==> src/design/qdbc_pkg.sv <==
`timescale 1ns / 1ps
// ----------------------------------------------------------------------------
// Quadrature detent counter package
// Request types, op and register codes, reset values and the transition table.
// ----------------------------------------------------------------------------
package qdbc_pkg;

    localparam int ValueWidth = 16;
    localparam int SumWidth   = 16;

    // Request opcodes.
    localparam logic [1:0] OP_SAMPLE  = 2'd0;
    localparam logic [1:0] OP_RESTART = 2'd1;
    localparam logic [1:0] OP_READ    = 2'd2;

    // Configuration register indexes.
    localparam logic [1:0] REG_LOWER_LIMIT = 2'd0;
    localparam logic [1:0] REG_UPPER_LIMIT = 2'd1;
    localparam logic [1:0] REG_START_VALUE = 2'd2;

    localparam logic signed [ValueWidth-1:0] LOWER_LIMIT_RST = 16'sd0;
    localparam logic signed [ValueWidth-1:0] UPPER_LIMIT_RST = 16'sd40;
    localparam logic signed [ValueWidth-1:0] START_VALUE_RST = 16'sd20;
    localparam logic [1:0]                   PIN_HISTORY_RST = 2'b11;

    // Movement per transition code {old_a, old_b, new_a, new_b}.
    // The value 14 marks a transition that skipped a state.
    localparam logic signed [4:0] MOVE_TABLE [16] = '{
        5'sd0,  -5'sd1, 5'sd1,  5'sd14,
        5'sd1,  5'sd0,  5'sd14, -5'sd1,
        -5'sd1, 5'sd14, 5'sd0,  5'sd1,
        5'sd14, 5'sd1,  -5'sd1, 5'sd0
    };

    typedef struct packed {
        logic [1:0] op;
        logic       pin_a;
        logic       pin_b;
    } in_item_t;

    typedef struct packed {
        logic signed [1:0]            step;
        logic signed [ValueWidth-1:0] value;
        logic                         changed;
    } out_item_t;

    typedef struct packed {
        logic signed [1:0]          step;
        logic signed [SumWidth-1:0] sum;
    } detent_res_t;

    typedef struct packed {
        logic                         moved;
        logic signed [ValueWidth-1:0] value;
    } count_res_t;

endpackage

==> src/design/qdbc_detent.sv <==
`timescale 1ns / 1ps
// ----------------------------------------------------------------------------
// Detent detector
// Looks up the pin transition, accumulates it and decides the detent step.
// ----------------------------------------------------------------------------
module qdbc_detent
    import qdbc_pkg::*;
(
    input  logic [1:0]                 pin_history,
    input  logic signed [SumWidth-1:0] move_sum,
    input  logic                       pin_a,
    input  logic                       pin_b,
    output detent_res_t                res
);

    logic [3:0]                code;
    logic signed [4:0]         move;
    logic signed [SumWidth:0]  sum_wide;
    logic                      overflow;

    assign code     = {pin_history, pin_a, pin_b};
    assign move     = MOVE_TABLE[code];
    assign sum_wide = (SumWidth+1)'(move_sum) + (SumWidth+1)'(move);
    assign overflow = sum_wide[SumWidth] ^ sum_wide[SumWidth-1];

    always_comb
    begin
        res.step = 2'sd0;
        res.sum  = '0;
        if (overflow)
        begin
            res.sum = '0;
        end
        else if (sum_wide[1:0] != 2'b00)
        begin
            res.sum = sum_wide[SumWidth-1:0];
        end
        else
        begin
            // At a detent the sum always starts over.
            if (sum_wide == (SumWidth+1)'(4))
                res.step = -2'sd1;
            else if (sum_wide == -(SumWidth+1)'(4))
                res.step = 2'sd1;
        end
    end

endmodule

==> src/design/qdbc_counter.sv <==
`timescale 1ns / 1ps
// ----------------------------------------------------------------------------
// Bounded counter step
// Applies a detent step to the counter when the limits and range allow it.
// ----------------------------------------------------------------------------
module qdbc_counter
    import qdbc_pkg::*;
(
    input  logic signed [ValueWidth-1:0] value,
    input  logic signed [ValueWidth-1:0] lower_limit,
    input  logic signed [ValueWidth-1:0] upper_limit,
    input  logic signed [1:0]            step,
    output count_res_t                   res
);

    logic may_move;
    logic at_max;
    logic at_min;
    logic in_range;

    assign at_max = (value == {1'b0, {(ValueWidth-1){1'b1}}});
    assign at_min = (value == {1'b1, {(ValueWidth-1){1'b0}}});

    // A counter outside the limits holds; at a limit it may only move inward.
    assign may_move = ((value > lower_limit) && (value < upper_limit))
                   || ((value == upper_limit) && (step == -2'sd1))
                   || ((value == lower_limit) && (step == 2'sd1));
    assign in_range = !((step == 2'sd1) && at_max) && !((step == -2'sd1) && at_min);

    assign res.moved = (step != 2'sd0) && may_move && in_range;
    assign res.value = value + ValueWidth'(step);

endmodule

==> src/design/quadrature_detent_bounded_counter_core.sv <==
`timescale 1ns / 1ps
// ----------------------------------------------------------------------------
// Quadrature detent bounded counter core
// Decodes encoder pin samples into detent steps that move a bounded counter.
// ----------------------------------------------------------------------------
// Each request passes through an input register and one pass of short logic
// (table lookup, sum add, limit compare) into the result register, so one
// request is taken every cycle while the output side is not stalled, and its
// result is presented from the result register. Every request, sample, restart
// or read, gives exactly one result. Configuration writes take effect at once,
// and the user must make them only while no request is in flight (not enforced).
module quadrature_detent_bounded_counter_core
    import qdbc_pkg::*;
(
    input  logic                  clk,
    input  logic                  rst_n,
    input  logic                  cfg_wr_en,
    input  logic [1:0]            cfg_index,
    input  logic [ValueWidth-1:0] cfg_data,
    input  logic                  in_valid,
    output logic                  in_stall,
    input  in_item_t              in_item,
    output logic                  out_valid,
    input  logic                  out_stall,
    output out_item_t             out_item
);

    logic signed [ValueWidth-1:0] lower_limit_reg;
    logic signed [ValueWidth-1:0] upper_limit_reg;
    logic signed [ValueWidth-1:0] start_value_reg;

    logic                         in_valid_reg;
    logic                         in_valid_next;
    in_item_t                     in_item_reg;

    logic                         out_valid_reg;
    logic                         out_valid_next;
    out_item_t                    out_item_reg;
    out_item_t                    out_item_next;

    logic [1:0]                   pin_history_reg;
    logic [1:0]                   pin_history_next;
    logic signed [SumWidth-1:0]   move_sum_reg;
    logic signed [SumWidth-1:0]   move_sum_next;
    logic signed [ValueWidth-1:0] count_value_reg;
    logic signed [ValueWidth-1:0] count_value_next;
    logic                         changed_flag_reg;
    logic                         changed_flag_next;

    logic                         advance;
    logic                         accept;
    detent_res_t                  detent;
    count_res_t                   count;

    assign advance  = in_valid_reg && (!out_valid_reg || !out_stall);
    assign in_stall = in_valid_reg && !advance;
    assign accept   = in_valid && !in_stall;

    assign out_valid = out_valid_reg;
    assign out_item  = out_item_reg;

    qdbc_detent u_detent (
        .pin_history (pin_history_reg),
        .move_sum    (move_sum_reg),
        .pin_a       (in_item_reg.pin_a),
        .pin_b       (in_item_reg.pin_b),
        .res         (detent)
    );

    qdbc_counter u_counter (
        .value       (count_value_reg),
        .lower_limit (lower_limit_reg),
        .upper_limit (upper_limit_reg),
        .step        (detent.step),
        .res         (count)
    );

    always_comb
    begin
        pin_history_next  = pin_history_reg;
        move_sum_next     = move_sum_reg;
        count_value_next  = count_value_reg;
        changed_flag_next = changed_flag_reg;
        out_item_next     = out_item_reg;
        if (advance)
        begin
            out_item_next.step = 2'sd0;
            unique case (in_item_reg.op)
                OP_SAMPLE:
                begin
                    pin_history_next   = {in_item_reg.pin_a, in_item_reg.pin_b};
                    move_sum_next      = detent.sum;
                    out_item_next.step = detent.step;
                    if (count.moved)
                    begin
                        count_value_next  = count.value;
                        changed_flag_next = 1'b1;
                    end
                end
                OP_RESTART:
                begin
                    count_value_next  = start_value_reg;
                    changed_flag_next = 1'b0;
                end
                OP_READ:
                begin
                    changed_flag_next = 1'b0;
                end
                default:
                begin
                    // The unused opcode only reports the current state.
                end
            endcase
            out_item_next.value   = count_value_next;
            out_item_next.changed = changed_flag_next;
        end
    end

    always_comb
    begin
        in_valid_next = in_valid_reg;
        if (accept)
            in_valid_next = 1'b1;
        else if (advance)
            in_valid_next = 1'b0;

        out_valid_next = out_valid_reg;
        if (advance)
            out_valid_next = 1'b1;
        else if (!out_stall)
            out_valid_next = 1'b0;
    end

    always_ff @(posedge clk or negedge rst_n)
    begin
        if (!rst_n)
        begin
            lower_limit_reg  <= LOWER_LIMIT_RST;
            upper_limit_reg  <= UPPER_LIMIT_RST;
            start_value_reg  <= START_VALUE_RST;
            in_valid_reg     <= 1'b0;
            out_valid_reg    <= 1'b0;
            pin_history_reg  <= PIN_HISTORY_RST;
            move_sum_reg     <= '0;
            count_value_reg  <= START_VALUE_RST;
            changed_flag_reg <= 1'b0;
        end
        else
        begin
            if (cfg_wr_en)
            begin
                unique case (cfg_index)
                    REG_LOWER_LIMIT: lower_limit_reg <= cfg_data;
                    REG_UPPER_LIMIT: upper_limit_reg <= cfg_data;
                    REG_START_VALUE: start_value_reg <= cfg_data;
                    default:         ;
                endcase
            end
            in_valid_reg     <= in_valid_next;
            out_valid_reg    <= out_valid_next;
            pin_history_reg  <= pin_history_next;
            move_sum_reg     <= move_sum_next;
            count_value_reg  <= count_value_next;
            changed_flag_reg <= changed_flag_next;
        end
    end

    always_ff @(posedge clk)
    begin
        if (accept)
            in_item_reg <= in_item;
        out_item_reg <= out_item_next;
    end

    // A restart leaves the counter at the start value with the flag clear.
    assert property (@(posedge clk) disable iff (!rst_n)
        advance && (in_item_reg.op == OP_RESTART)
        |=> (count_value_reg == start_value_reg) && !changed_flag_reg)
        else $error("restart did not load the start value");

    // The changed flag is only set by a sample request that moved the counter.
    assert property (@(posedge clk) disable iff (!rst_n)
        $rose(changed_flag_reg)
        |-> $past(advance && (in_item_reg.op == OP_SAMPLE) && count.moved))
        else $error("changed flag set without a counter move");

    // Only sample requests report a nonzero step.
    assert property (@(posedge clk) disable iff (!rst_n)
        advance && (in_item_reg.op != OP_SAMPLE) |=> (out_item_reg.step == 2'sd0))
        else $error("step reported for a non-sample request");

    // Counter state changes only when a request passes to the result register.
    assert property (@(posedge clk) disable iff (!rst_n)
        !advance |=> $stable(count_value_reg) && $stable(move_sum_reg))
        else $error("counter state changed without a request");

endmodule
==> config.mk <==
export PLATFORM = sky130hd
export DESIGN_NAME = quadrature_detent_bounded_counter_core
export DESIGN_NICKNAME = d
export VERILOG_FILES = /design/src/design/qdbc_pkg.sv /design/src/design/qdbc_detent.sv /design/src/design/qdbc_counter.sv /design/src/design/quadrature_detent_bounded_counter_core.sv
export SDC_FILE = /design/constraint.sdc
export NUM_CORES = 1
export LEC_CHECK = 0
export CORE_MARGIN = 2
export CORE_UTILIZATION = 65
export DETAILED_ROUTE_END_ITERATION = 6
export DONT_BUFFER_PORTS = 1
export PLACE_DENSITY_LB_ADDON = 0.25
export REMOVE_ABC_BUFFERS = 1
export SYNTH_ARGS = -nofsm -noshare
export SYNTH_HDL_FRONTEND = slang
export SYNTH_HIERARCHICAL = 1
export SYNTH_SLANG_ARGS = --single-unit
==> constraint.sdc <==
create_clock -name clk -period 6.8 [get_ports clk]
set_input_delay 0 -clock clk [delete_from_list [all_inputs] [get_ports clk]]
set_output_delay 0 -clock clk [all_outputs]
set_load 0.005 [all_outputs]
==> out/metrics.yaml, run 1 <==
status: "completed"
numPlacedInstances: 776
comb_power_share: 0.500
wl_per_cell_um: 19.5
pwr-share-seq: 0.364
ant_nets: 0
worstPathMaxFanout: 6
slew_violations: 0
fillerInstances: 741
grt_usage: 0.288
vias: 5248
via_per_inst: 6.42
post_cts_buffers: 0
required_ns: 6.96
htreeDepth: 3
final-setup-viol-count: 0
max_cap_violations: 0
critPathLaunchType: "register"
die_h_um: 109
crit_path_frequent_cell: "ha_1"
drt-total-wl_mm: 16.0
numCtsBuffers: 9
switching_share: 0.419
drcViolationCount: 0
drtIter0Drc: 483
area_delta_synth_final_pct: 7.29
clkPwrFrac: 0.136
num_antenna_cells: 0
placedInstanceArea_um2: 7280
synth_cells: 650
crit_start: "in_item_reg[1]"
final.setup.tns_ns: 0
fin_skew_ns: 0.0164
numClockSinks: 108
report.final.hold_viol_count: 0
grt_max_degree: 86
netlist_area_um2: 7190
report.power.total_mw: 2.70
postLayoutCoreUtil: 0.714
design_area_um2: 7710
fmax_mhz: 164
first_pass_iters: 5
cpPeakStageDelay_ns: 0.45
layout_commonest_cell: "dfrtp_1"
rsz0062_at_grt: "no"
hold_slack_ns: 0.0648
path_clk_slew_ns: 0.11
synth_edf_count: 23
yosysSeqAreaShare: 0.393
clk_latency_ns: 0.40
r2r_start: "in_item_reg[1]"
max-clock-path-buffers: 2
yosys_warnings: 6
rr_worst_depth: 25
p_leak_nw: 3.39
cts_tree: "yes"
antenna_found_initial: 0
final_nets: 768
die-area_um2: 11900
reg2reg_slack_ns: 0.69
hp-class: "input port to register"
end_kind: "register"
grt_pass1_vias: 5296
min_period_over_period: 0.898
globalRouteOverflowTotal: 0
drive_above_1_share: 0.182
irDropWorstVdd_mv: 0.359
ys_ff_latch: 108
tightestPinTransition_ns: 0.917
largest_reg_flops: 19
critPathTopFamily: "compound AO/OA/AOI/OAI gates"
port_buffers: 0
path_class: "register to register"
critical_path_arrival_ns: 6.27
p_sw_mw: 1.13
synthDistinctLibCells: 75
crit_slowest_cell: "edfxtp_1"
gp_congestion: 0.878
crit_buf_inv: 2
worst-path-stages: 25
r2r-end: "out_item[15]"
relSlewSlack: 0.387
async_reset_ff_frac: 0.787
die-width_um: 109
hpwl_mm: 11.4
final_cell_mix: "dfrtp_1 (77), ha_1 (67), mux2_2 (64)"
avgSynthCellArea_um2: 11.1
pin_count: 48
grt_pass1_wl_mm: 26.2
synth_ff_type: "dfrtp_1"
core-area_um2: 10800
pre_cts_ws_ns: 0.804
p_int_mw: 1.57
setup_ws_ns: 0.691
initial_utilization: 0.666
power_density_nw_per_um2: 350
fin_crit_ns: 6.11
fp-row-count: 38
cts-root-buf: "clkbuf_8"
stdcell_count: 817
worstSetupEndpoint: "out_item[15]"
layer usage:
layer,vias to the layer above,wire length (um),share of wire,global-route usage
met3,30,678,0.043,0.0652
met5,-,0,0,0
li1,2474,-,-,-
met4,0,280,0.018,0.0788
met2,137,8210,0.51,0.500
met1,2607,6780,0.43,0.362
worst min path at each step:
| stage | to | cells after the start | start |
|---|---|---|---|
| 4_1_cts | lower_limit_reg[13] | 3 | cfg_index[1] |
| 3_5_place_dp | move_sum_reg[11] | 0 | rst_n |
| 2_1_floorplan | changed_flag_reg | 0 | rst_n |
| 6_report | lower_limit_reg[13] | 3 | cfg_index[1] |
| 3_3_place_gp | move_sum_reg[13] | 0 | rst_n |
| 5_1_grt | lower_limit_reg[13] | 3 | cfg_index[1] |
what timing repair did:
action / in CTS / in global routing
hold endpoints to repair: 157 / 0
hold buffers: 25 / 0
gates resized for setup: 0 / 0
final cells by class:
type                       count  area [um^2]  area share
inverter                      62          233      0.0302
multi-input combinational    463         4020       0.521
sequential                   108         2830       0.367
timing repair buffer          28          290      0.0376
clock inverter                 5         35.0     0.00454
tap                          140          175      0.0227
clock buffer                  11          131      0.0170
kinds of logic after synthesis:
logic type / after synthesis / synth area share
and+or+nand+nor: 142 / 0.117
AOI/OAI and AO/OA: 158 / 0.173
xor gates and xnor gates: 25 / 0.0357
DFF: 108 / 0.393
adders and majority gates: 69 / 0.122
muxes: 69 / 0.110
buffers and inverters: 79 / 0.0486
worst reg2reg max path: stages, from the launching register on:
cell and delay (ns):
edfxtp_1 0.45, inv_1 0.10, ha_1 0.33, xnor2_1 0.14, xnor2_1 0.13, ha_1 0.23, fa_1 0.45, a211oi_2 0.29
o21ai_1 0.15, a31oi_1 0.22, xor2_1 0.28, and4b_1 0.26, nand4_1 0.15, nor4_4 0.26, a31o_1 0.25, ha_1 0.24
inv_1 0.07, fa_1 0.41, nor2b_1 0.17, o31a_1 0.19, o21ai_1 0.10, a21oi_1 0.30, o21a_1 0.22, o211ai_1 0.12
a2bb2oi_1 0.18, o22a_1 0.22
power by group through the flow:
stage / Combinational (mW) / Clock, mW / Sequential (mW)
2_1_floorplan: 1.07 / 0 / 0.930
3_3_place_gp: 1.26 / 0 / 0.983
3_5_place_dp: 1.30 / 0 / 0.993
4_1_cts: 1.34 / 0.373 / 0.979
5_1_grt: 1.48 / 0.398 / 1.00
6_report: 1.35 / 0.366 / 0.981
Yosys cell counts (all sizes together), types with 6 or more instances:
cell type | n | area, um^2
a211oi | 6 | 67.6
a21o | 14 | 105
a21oi | 33 | 173
a2bb2oi | 16 | 146
and2 | 6 | 40.0
buf | 15 | 109
dfrtp | 77 | 1930
dfstp | 8 | 210
edfxtp | 23 | 691
ha | 67 | 838
inv | 62 | 233
mux2 | 67 | 754
nand2 | 25 | 96.4
nand3 | 12 | 60.1
nand4 | 13 | 81.3
nor2 | 22 | 85.1
nor2b | 7 | 43.8
nor3 | 18 | 140
nor4 | 9 | 77.6
o211ai | 9 | 81.3
o21ai | 15 | 86.3
o22a | 32 | 280
xnor2 | 19 | 204
xor2 | 6 | 52.6
Power figures use the tool's default switching activity.
==> run 2: changes to the inputs <==
- CELL_PAD_IN_SITES_DETAIL_PLACEMENT: default -> 0
- CELL_PAD_IN_SITES_GLOBAL_PLACEMENT: default -> 2
- CORE_UTILIZATION: 65 -> 43
- TNS_END_PERCENT: default -> 50
==> out/metrics.yaml, run 2 (synthesized netlist as in run 1, its figures left out) <==
via_per_inst: 5.64  # -12%
drt-total-wl_mm: 17.3  # +8.5%
initial_utilization: 0.436  # -0.229
worstPathMaxFanout: 5  # -1
drtIter0Drc: 173  # -64%
setup_ws_ns: 0.720  # +0.0298 ns
final-setup-viol-count: 0  # unchanged
drcViolationCount: 0  # unchanged
final_nets: 768  # unchanged
hold_slack_ns: 0.0349  # -0.0300 ns
port_buffers: 0  # unchanged
placedInstanceArea_um2: 7380  # +1.4%
final_cell_mix: "dfrtp_1 (77), ha_1 (67), mux2_2 (64)"
hpwl_mm: 12.8  # +12%
htreeDepth: 3  # unchanged
grt_usage: 0.204  # -0.0841
critical_path_arrival_ns: 6.19  # -0.08 ns
worstSetupEndpoint: "out_item[15]"
p_leak_nw: 3.43  # +1.3%
fmax_mhz: 164  # +0.49%
largest_reg_flops: 19  # unchanged
design_area_um2: 7920  # +2.7%
fin_skew_ns: 0.0123  # -0.00405 ns
reg2reg_slack_ns: 0.72  # +0.03 ns
core-area_um2: 16500  # +53%
slew_violations: 0  # unchanged
grt_pass1_wl_mm: 28.0  # +7.1%
antenna_found_initial: 0  # unchanged
cts_tree: "yes"
pin_count: 48  # unchanged
final.setup.tns_ns: 0  # unchanged
min_period_over_period: 0.894  # -0.00438
hp-class: "input port to register"
layout_commonest_cell: "dfrtp_1"
area_delta_synth_final_pct: 10.2
drive_above_1_share: 0.182  # unchanged
crit_start: "in_item_reg[0]"
gp_congestion: 0.817  # -7.0%
irDropWorstVdd_mv: 0.208  # -42%
globalRouteOverflowTotal: 0  # unchanged
fin_crit_ns: 6.08  # -0.0298 ns
path_clk_slew_ns: 0.08  # -0.03 ns
max-clock-path-buffers: 2  # unchanged
ant_nets: 0  # unchanged
r2r_start: "in_item_reg[0]"
wl_per_cell_um: 19.3  # -1.2%
r2r-end: "out_item[15]"
first_pass_iters: 7  # +2
whs_path_depth: 1  # -2
post_cts_buffers: 0  # unchanged
relSlewSlack: 0.330  # -0.0564
rsz0062_at_grt: "no"
clk_latency_ns: 0.36  # -0.04 ns
vias: 5059  # -3.6%
rr_worst_depth: 24  # -4.0%
report.final.hold_viol_count: 0  # unchanged
pre_cts_ws_ns: 0.759  # -0.0449 ns
grt_max_degree: 86  # unchanged
fp-row-count: 47  # +24%
die-area_um2: 17800  # +49%
end_kind: "register"
required_ns: 6.91  # -0.05 ns
path_class: "register to register"
cts-root-buf: "clkbuf_16"
numCtsBuffers: 9  # unchanged
postLayoutCoreUtil: 0.481  # -0.234
die-width_um: 133  # +22%
critPathLaunchType: "register"
num_antenna_cells: 0  # unchanged
die_h_um: 133  # +22%
power_density_nw_per_um2: 358  # +2.5%
status: "completed"
numClockSinks: 108  # unchanged
grt_pass1_vias: 5222  # -1.4%
tightestPinTransition_ns: 1.00  # +0.0843 ns
max_cap_violations: 0  # unchanged
## run 2: cell types whose count changed in the layout (fill, tap and decap cells not counted), sizes merged
cell / previous run / this run
clkbuf: 11 / 12
inv: 65 / 63
clkinv: 1 / 2
## run 2: critical path, cell delays in order (launching register included)
cell,delay [ns]
edfxtp_1,0.47
inv_1,0.14
ha_1,0.25
xnor2_1,0.14
xnor2_1,0.13
ha_1,0.23
fa_1,0.44
a211oi_2,0.30
o211ai_1,0.18
a21oi_2,0.23
xnor2_1,0.13
or4_1,0.54
nor4_1,0.20
a31o_1,0.31
ha_1,0.25
inv_1,0.07
fa_1,0.40
nor2b_1,0.15
o31a_1,0.17
o21ai_1,0.09
a21oi_1,0.31
o21a_1,0.22
o211ai_1,0.13
a2bb2oi_1,0.18
o22a_1,0.21
## run 2: power by group
| part | total [mW] | switching (mW) | internal, mW |
|---|---|---|---|
| Sequential | 0.990 | 0.164 | 0.825 |
| Clock | 0.502 | 0.248 | 0.253 |
| Combinational | 1.35 | 0.743 | 0.604 |
## run 2: worst min path at each step
stage,startpoint,end,slack [ns]
floorplan,rst_n,changed_flag_reg,-0.30
global placement,rst_n,lower_limit_reg[11],-0.29
detailed placement,rst_n,start_value_reg[11],-0.29
CTS,out_stall,out_item[3],0.04
global route,out_stall,out_item[1],0.04
finish,out_stall,out_item[3],0.03
## run 2: layer usage
layer | track usage | part of all wire | up-vias | wire length, um
li1 | - | - | 2459 | -
met4 | 0.0686 | 0.018 | 0 | 312
met3 | 0.0323 | 0.023 | 17 | 405
met2 | 0.357 | 0.51 | 50 | 8780
met1 | 0.257 | 0.45 | 2533 | 7800
met5 | 0 | 0 | - | 0
## run 2: layout make-up
cell class	count	area, um^2
timing repair buffer	28	290
clock inverter	4	36.3
fill	1553	8550
inverter	62	233
clock buffer	12	236
multi-input combinational	463	4020
tap	220	275
sequential	108	2830
## run 2: stage by stage
stage	cells	total power [mW]
CTS	897	2.87
detailed placement	856	2.33
floorplan	633	2.00
global placement	856	2.31
finish	897	2.84
global route	897	3.06
## run 2: repair_timing
action                                 CTS  global route
gates resized for setup                  0             0
endpoints found under the hold margin  139             0
hold buffers                            25             0
==> run 3: changes to the inputs <==
- CORE_UTILIZATION: 43 -> 47
- clock period: 6.8 -> 7.8 ns (I/O delays scaled with it)
==> out/metrics.yaml, run 3 (synthesized netlist as in run 1, its figures left out) <==
max-clock-path-buffers: 2  # unchanged
ant_nets: 0  # unchanged
die-area_um2: 16300  # -8.3%
vias: 5133  # +1.5%
grt_pass1_wl_mm: 28.8  # +2.6%
largest_reg_flops: 19  # unchanged
irDropWorstVdd_mv: 0.155  # -26%
rr_worst_depth: 26  # +8.3%
rsz0062_at_grt: "no"
crit_buf_inv: 3  # +1
post_cts_buffers: 0  # unchanged
antenna_found_initial: 0  # unchanged
final-setup-viol-count: 0  # unchanged
relSlewSlack: 0.231  # -0.0990
r2r_start: "in_item_reg[1]"
numClockSinks: 108  # unchanged
required_ns: 7.91  # +1.00 ns
max_cap_violations: 0  # unchanged
hold_slack_ns: 0.140  # +0.106 ns
port_buffers: 0  # unchanged
comb_power_share: 0.473  # -0.002
hpwl_mm: 12.0  # -5.8%
cts.repair.resized: 0  # unchanged
drcViolationCount: 0  # unchanged
via_per_inst: 5.91  # +4.9%
setup_ws_ns: 1.48  # +0.765 ns
path_clk_slew_ns: 0.07  # about the same
fin_skew_ns: 0.00952  # -0.00283 ns
grt_pass1_vias: 5328  # +2.0%
core-area_um2: 15100  # -8.4%
reg2reg_slack_ns: 1.48  # +0.76 ns
p_leak_nw: 3.46  # +0.86%
pwr-share-seq: 0.338  # -0.011
pin_count: 48  # unchanged
fp-row-count: 45  # -4.3%
numCtsBuffers: 9  # unchanged
r2r-end: "out_item[15]"
min_to: "lower_limit_reg[13]"
die-width_um: 128  # -4.2%
clk_latency_ns: 0.35  # about the same
fmax_mhz: 158  # -3.7%
slew_violations: 0  # unchanged
drive_above_1_share: 0.187  # +0.00508
cts-root-buf: "clkbuf_16"
wl_per_cell_um: 19.9  # +3.3%
final.setup.tns_ns: 0  # unchanged
min_period_over_period: 0.810  # -0.0845
area_delta_synth_final_pct: 10.3
min-delay-start: "cfg_index[1]"
p_int_mw: 1.51  # -10%
p_sw_mw: 1.01  # -13%
num_antenna_cells: 0  # unchanged
crit_slowest_cell: "fa_1"
worst-path-stages: 26  # +8.3%
first_pass_iters: 5  # -2
drtIter0Drc: 282  # +63%
status: "completed"
crit_path_frequent_cell: "ha_1"
whs_path_depth: 3  # +2
drt-total-wl_mm: 17.3  # about the same
critPathTopFamily: "compound AO/OA/AOI/OAI gates"
cpPeakStageDelay_ns: 0.47  # -0.07 ns
cts_tree: "yes"
pre_cts_ws_ns: 1.55  # +0.793 ns
hp-class: "input port to register"
path_class: "register to register"
final_cell_mix: "dfrtp_1 (77), ha_1 (67), mux2_2 (64)"
worstPathMaxFanout: 21  # +16
grt_max_degree: 86  # unchanged
report.final.hold_viol_count: 0  # unchanged
initial_utilization: 0.476  # +0.0398
htreeDepth: 3  # unchanged
die_h_um: 128  # -4.2%
globalRouteOverflowTotal: 0  # unchanged
gp_congestion: 0.892  # +9.2%
switching_share: 0.401  # -0.00676
power_density_nw_per_um2: 317  # -12%
tightestPinTransition_ns: 1.15  # +0.148 ns
report.power.total_mw: 2.51  # -11%
final_nets: 771  # +0.39%
design_area_um2: 7930  # +0.14%
fin_crit_ns: 6.32  # +0.235 ns
placedInstanceArea_um2: 7360  # -0.24%
layout_commonest_cell: "dfrtp_1"
end_kind: "register"
clkPwrFrac: 0.189  # +0.012
fillerInstances: 1346  # -13%
grt_usage: 0.229  # +0.0248
critPathLaunchType: "register"
critical_path_arrival_ns: 6.43  # +0.24 ns
run 3: repair_timing:
item	in CTS	in global routing
hold endpoints to repair	143	0
setup endpoints to repair	0	0
hold buffers	25	0
run 3: worst max path at each step:
stage / start / end / slack [ns]
2_1_floorplan: in_item_reg[1] / out_item[15] / 1.18
4_1_cts: in_item_reg[1] / out_item[15] / 1.51
3_5_place_dp: in_item_reg[1] / out_item[15] / 1.55
6_report: in_item_reg[1] / out_item[15] / 1.48
5_1_grt: in_item_reg[0] / out_item[13] / 0.91
3_3_place_gp: in_item_reg[1] / out_item[15] / 1.63
run 3: power by group through the flow:
stage	Sequential, mW	Combinational (mW)	Clock (mW)
floorplan	0.810	0.933	0
global route	0.869	1.33	0.510
detailed placement	0.862	1.16	0
CTS	0.852	1.19	0.490
global placement	0.859	1.13	0
finish	0.849	1.19	0.475
run 3: layer usage:
layer | global-route usage | wire length [um] | share of wire | vias up
met1 | 0.328 | 8360 | 0.48 | 2502
met3 | 0.0401 | 840 | 0.049 | 19
met5 | 0 | 0 | 0 | -
met2 | 0.355 | 7840 | 0.45 | 133
met4 | 0.0672 | 252 | 0.015 | 0
li1 | - | - | - | 2479
run 3: final cells by class:
cell class,count,area (um^2),share of cell area
multi-input cells,463,4020,0.507
well taps,188,235,0.0297
clock buffers,11,243,0.0306
repair buffers,31,313,0.0395
flip-flops and latches,108,2830,0.357
clock inverters,5,58.8,0.00742
inverters,62,233,0.0294
run 3: worst register-to-register path: cells and delay by family, from the launching register on:
family / cells / cell delay, ns
fa+ha+maj: 5 / 1.65
xor+xnor: 3 / 0.63
buf+inv: 3 / 0.46
simple gates: 3 / 0.47
flops: 1 / 0.44
compound gates: 12 / 2.44
run 3: metrics by stage:
stage               utilization  instances
floorplan                     -        633
CTS                       0.525        868
detailed placement        0.488        827
finish                    0.525        868
global route              0.525        868
global placement          0.488        827
